## config.mk

```make
export PLATFORM = sky130hd
export DESIGN_NAME = tdcb_ctrl
export DESIGN_NICKNAME = d
export VERILOG_FILES = /design/src/rtl/core/tdcb_pkg.sv /design/src/rtl/core/tdcb_ctrl.sv
export SDC_FILE = /design/constraint.sdc
export NUM_CORES = 1
export LEC_CHECK = 0
export ABC_AREA = 1
export BUFFER_PORTS_ARGS = -buffer_cell sky130_fd_sc_hd__clkbuf_2
export CORE_AREA = 2 2 39 41
export CTS_BUF_LIST = sky130_fd_sc_hd__clkbuf_16
export DETAILED_ROUTE_END_ITERATION = 16
export DIE_AREA = 0 0 41 43
export HOLD_SLACK_MARGIN = 0.15
export PLACE_DENSITY_LB_ADDON = 0.1
export SETUP_SLACK_MARGIN = 0.05
export SYNTH_ARGS = -nofsm -noshare
export SYNTH_HDL_FRONTEND = slang
export SYNTH_SLANG_ARGS = --single-unit
```

## constraint.sdc

```tcl
create_clock -name clk -period 1.7 [get_ports clk]
set_clock_uncertainty 0.15 [all_clocks]
set_input_delay 0.085 -clock clk [delete_from_list [all_inputs] [get_ports clk]]
set_output_delay 0.085 -clock clk [all_outputs]
set_load 0.01 [all_outputs]
```

## src/rtl/core/tdcb_pkg.sv

```systemverilog
// Package for the tile deduplication character-set builder.
// Holds the table geometry, register indexes, payload and control structs.
// No dependencies.
package tdcb_pkg;

    localparam int TABLE_DEPTH = 128;
    localparam int IDX_W       = $clog2(TABLE_DEPTH);
    localparam int CNT_W       = $clog2(TABLE_DEPTH + 1);
    localparam int PAT_W       = 48;
    localparam int CODE_W      = 8;
    localparam int TIDX_W      = 7;
    localparam int CFG_W       = 8;
    localparam int CFG_IDX_W   = 1;
    localparam int CMP_W       = (IDX_W > CODE_W) ? IDX_W : CODE_W;

    localparam logic [CFG_IDX_W-1:0] CFG_CHAR_LIMIT = 1'b0;
    localparam logic [CFG_IDX_W-1:0] CFG_BASE_CODE  = 1'b1;

    localparam logic [CFG_W-1:0] CHAR_LIMIT_RST = 8'd96;
    localparam logic [CFG_W-1:0] BASE_CODE_RST  = 8'd32;

    typedef struct packed {
        logic [PAT_W-1:0] tile_pattern;
        logic             image_start;
    } tile_in_t;

    typedef struct packed {
        logic [CODE_W-1:0] char_code;
        logic [TIDX_W-1:0] tile_index;
        logic              is_new;
        logic              table_full;
    } tile_out_t;

    // Commands from the controller to the datapath.
    typedef struct packed {
        logic load;
        logic scan;
        logic finish;
    } dp_cmd_t;

    // Status from the datapath to the controller.
    typedef struct packed {
        logic decided;
        logic out_free;
    } dp_stat_t;

    // Indexes at or above the limit map to the blank code (base_code itself).
    function automatic logic [CODE_W-1:0] make_code(
        input logic [IDX_W-1:0]  index,
        input logic [CFG_W-1:0]  limit,
        input logic [CODE_W-1:0] base
    );
        logic [CMP_W-1:0] idx_ext;
        logic [CMP_W-1:0] lim_ext;
        logic [CMP_W-1:0] sum;
        idx_ext = CMP_W'(index);
        lim_ext = CMP_W'(limit);
        sum     = CMP_W'(base) + idx_ext;
        if (idx_ext >= lim_ext)
            return base;
        return sum[CODE_W-1:0];
    endfunction

endpackage

```

## src/rtl/core/tdcb_ctrl.sv

```systemverilog
// Controller state machine of the tile deduplication character-set builder.
// Sequences accept, table scan and result write. Depends on tdcb_pkg.
module tdcb_ctrl
    import tdcb_pkg::*;
(
    input  logic     clk,
    input  logic     rst_n,
    input  logic     in_valid,
    output logic     in_ready,
    input  dp_stat_t stat,
    output dp_cmd_t  cmd
);

    typedef enum logic [1:0] {
        ST_IDLE = 2'b01,
        ST_SCAN = 2'b10
    } state_t;

    state_t state_reg;
    state_t state_next;

    always_comb
    begin
        state_next = state_reg;
        cmd        = '0;
        in_ready   = 1'b0;
        unique case (state_reg)
            ST_IDLE:
            begin
                in_ready = 1'b1;
                if (in_valid)
                begin
                    cmd.load   = 1'b1;
                    state_next = ST_SCAN;
                end
            end
            ST_SCAN:
            begin
                if (stat.decided)
                begin
                    // Hold the decision until the output register can take the word.
                    if (stat.out_free)
                    begin
                        cmd.finish = 1'b1;
                        state_next = ST_IDLE;
                    end
                end
                else
                begin
                    cmd.scan = 1'b1;
                end
            end
            default:
            begin
                state_next = ST_IDLE;
            end
        endcase
    end

    always_ff @(posedge clk or negedge rst_n)
    begin
        if (!rst_n)
            state_reg <= ST_IDLE;
        else
            state_reg <= state_next;
    end

endmodule

```

Word-level counts from Yosys, hierarchy flattened
Cells that the tools add are included.
- register bits: 2
- input bits: 5
- output and inout bits: 4
- word-level logic and storage cells: 18
- equality and inequality tests: 5
- mux-type cells: 11
- reductions and logical operators: 1
- operator list (operator ; number):
    $mux 2 ; 4
    $mux 1 ; 6
    $ne 2x2->1 const B ; 3
    $pmux 2 s2 ; 1
    $reduce_and 3->1 ; 1
    $eq 2x1->1 const B ; 1
    $eq 2x2->1 const B ; 1

Longest topological paths before layout
- depth in word-level cells: 3
- gate-level depth with buffers: 4
- mapped depth without buffers: 4

Worst setup path before layout
No wires, ideal clock.
- path type: register to register
- start: register state_reg[0]
- end: register state_reg[0]
- library setup time: 0.080 ns
- arrival: 0.793 ns
- required time: 1.470 ns
- path slack: 0.677 ns
- stages on the path, launching flop included: 4
- path buffers: 0
- period minus slack after synthesis: 1.023 ns
- cell sequence: dfstp_2 -> nand2_2 -> nor2_2 -> nor2_2
- word-level cells in the longest chain between the ends: 3
- elaborated cells on any way between the ends: 7
- those cells by class: eq/ne (5); mux (1); reduce/logical (1)
- ends and longest elaborated chain (what ; line ; RTL):
    from (decl) ; tdcb_ctrl.sv:19 ; state_t state_reg;
    from (signal assigned) ; tdcb_ctrl.sv:65 ; state_reg <= state_next;
    $eq 2x2->1 or $eq 2x1->1 (tied branches) ; tdcb_ctrl.sv:27 ; unique case (state_reg)
    $ne 2x2->1 (no line) ; n/a ;
    $reduce_and 3->1 (no line) ; n/a ;
Several ways; a longest one is shown, not always the timed one.
A chain may end at the register's enable or synchronous reset.

Worst setup path after layout
- start: input stat[0] (netlist name)
- end: register state_reg[0]
- word-level cells in the longest chain between the ends: 2
- ends and longest elaborated chain (what ; line ; RTL):
    from (decl) ; tdcb_ctrl.sv:10 ; input dp_stat_t stat,
    $ne 2x2->1 (no line) ; n/a ;
    $reduce_and 3->1 (no line) ; n/a ;
No other way between the ends.

==> reports/qor.tcl <==
set qor(layout.cells.most_common) {clkbuf_2}
set qor(post_synth_inst_count) 17
set qor(synth-warning-count) 0
set qor(critPathRequiredTime_ns) 1.70
set qor(syn_to_final_growth_pct) 171
set qor(post-route-drc-count) 0
set qor(grt_pass1_wl_um) 607
set qor(timing.critical_path.from) {stat[0]}
set qor(core_mm2) 0.00138
set qor(total_leakage_power_nw) 0.171
set qor(setup_viol_count_final) 0
set qor(number_of_buffers_inserted_during_clock_tree_synthesis) 3
set qor(clk_path_buf_depth) 2
set qor(critical_path_arrival_ns) 1.55
set qor(hold-worst-slack_ns) 0.193
set qor(final_min_period_over_clock_period) 0.910
set qor(leading_cell_types_in_the_layout_fill_and_taps_excluded) {clkbuf_2 (8), dlygate4sd3_1 (6), inv_1 (5), nor2_2 (3), clkbuf_16 (3)}
set qor(syn_avg_cell_area_um2) 6.92
set qor(clk_pin_slew_worst_paths_ns) 0.03
set qor(p_sw_mw) 0.166
set qor(sequentialPowerShare) 0.157
set qor(globalRoute.totalOverflow) 0
set qor(design.final.nets) 41
set qor(timing_worst_slew_pin_value_ns) 0.110
set qor(final.min_clock_period_ns) 1.55
set qor(power_density_mw_per_mm2) 1950
set qor(worstSetupStartpointType) {input pin}
set qor(max_slew_violations) 0
set qor(cp_max_fo) 3
set qor(clock.fmax_mhz) 646
set qor(final_power_mw) 0.623
set qor(net_count_synth) 22
set qor(layout-drive-gt1-share) 0.486
set qor(num_io_pins) 9
set qor(die-area_mm2) 0.00176
set qor(ant_nets) 0
set qor(drt-initial-drc-count) 0
set qor(syn-cell-area_um2) 118
set qor(slew_headroom) 0.926
set qor(vias_per_cell) 3.25
set qor(peakVddDrop_uv) 482
set qor(category_of_the_critical_setup_timing_path) {input pin to register}
set qor(std_cell_rows) 14
set qor(cts_tree) {yes}
set qor(initial_core_util) 0.0850
set qor(placed_cells_incl_taps) 41
set qor(power.internal_mw) 0.456
set qor(ys_types) 10
set qor(clkLatencyLatePin_ns) 0.22
set qor(power_frac_comb) 0.257
set qor(die_w_um) 41
set qor(post-cts-setup-buffers) 0
set qor(cts.sinks) 2
set qor(finalSetupTns_ns) 0
set qor(worst_path_largest_cell_delay_ns) 0.56
set qor(ctsRootBufferMaster) {clkbuf_16}
set qor(setup_ws_ns) 0.153
set qor(finalHoldViolCount) 0
set qor(io_port_bufs) 8
set qor(setup.worst_path.end_class) {register}
set qor(gp_routability_congestion) 0.602
set qor(pre_cts_ws_ns) 0.604
set qor(grt_pass1_vias) 147
set qor(die_outline_height_um) 43
set qor(power.share.switching) 0.267
set qor(reg2reg_from) {state_reg[0]}
set qor(routed-via-count) 166
set qor(detail_route.wirelength_um) 397
set qor(status) {finished, final reports clean}
set qor(cp_cell_sequence) {dlygate4sd3_1 > clkbuf_2 > nand2_1 > dlygate4sd3_1 > inv_1 > nor2_2 > nor2_2}
set qor(wire_per_inst_um) 7.78
set qor(timing.hold.worst.class) {input pin to asynchronous set/reset pin}
set qor(antenna_cells) 0
set qor(firstDrtPassIters) 1
set qor(maxCapViolations) 0
set qor(largest_register_ffs) 2
set qor(total_of_flip_flops_plus_latches_after_synthesis) 2
set qor(layout.cells.non_filler) 51
set qor(clockPowerShare) 0.586
set qor(antenna_found_initial) 0
set qor(htree_levels) 1
set qor(rsz0062_at_grt) {false}
set qor(largest_net_degree_at_the_start_of_global_routing) 4
set qor(critical-path-slowest-cell) {dlygate4sd3_1}
set qor(grtUsageTotal) 0.0631
set qor(sequential_to_total_area_share_from_yosys_stat) 0.436
through the flow:
stage	cell area (um2)	util
2_1_floorplan	118	-
3_3_place_gp	178	0.128
3_5_place_dp	178	0.128
4_1_cts	317	0.229
5_1_grt	319	0.231
6_report	319	0.231
metal layers:
| layer | up-vias | track usage | wire, um |
|---|---|---|---|
| li1 | 84 | - | - |
| met1 | 70 | 0.0511 | 148 |
| met2 | 10 | 0.0719 | 197 |
| met3 | 2 | 0.0471 | 32 |
| met4 | 0 | 0.100 | 19 |
| met5 | - | 0 | 0 |
power groups by stage:
stage	Combinational, mW	Sequential, mW	Clock, mW
after global placement	0.133	0.0966	0
final	0.160	0.0975	0.365
after CTS	0.161	0.0983	0.371
after floorplan	0.0864	0.0941	0
after detailed placement	0.135	0.0987	0
after global routing	0.175	0.0998	0.373
cell usage after synthesis:
master,instances,area share
inv_1,4,0.13
nor2_1,3,0.096
nand2_1,2,0.064
nor2_2,2,0.11
dfrtp_1,1,0.21
dfstp_2,1,0.22
inv_2,1,0.032
nand2_2,1,0.053
nand3_1,1,0.043
o21ai_0,1,0.043
worst paths after layout:
kind / endpoint / slack, ns / cells after the start
min in group clk: cmd[1] / 0.26 / 3
max: state_reg[0] / 0.15 / 7
min reg2reg: state_reg[0] / 0.50 / 3
max in group asynchronous: state_reg[1] / 0.73 / 3
max reg2reg: state_reg[1] / 0.18 / 4
min: state_reg[0] / 0.19 / 2
critical path: cells and delay by family:
family                 cells  cell delay, ns
and+or+nand+nor            3            0.23
buffers and inverters      4            1.24
timing repair:
| item | in CTS | in global routing |
|---|---|---|
| endpoints found under the setup margin | 0 | 1 |
| endpoints found under the hold margin | 4 | 0 |
| gates resized for setup | 0 | 1 |
| hold buffers | 6 | 0 |
kinds of logic after synthesis:
kind of cell,share of synthesized area
buffers and inverters,0.160
AO/OA/AOI/OAI,0.0425
AND/OR/NAND/NOR,0.362
flip-flops,0.436
cell type report:
type	instances	area, um2
sequential	2	51.3
timing repair buffer	14	100
multi-input combinational	10	50.0
inverter	5	18.8
clock buffer	3	75.1
fill	164	1060
tap	16	20.0
clock inverter	1	3.75
Power figures use the tool's default switching activity.
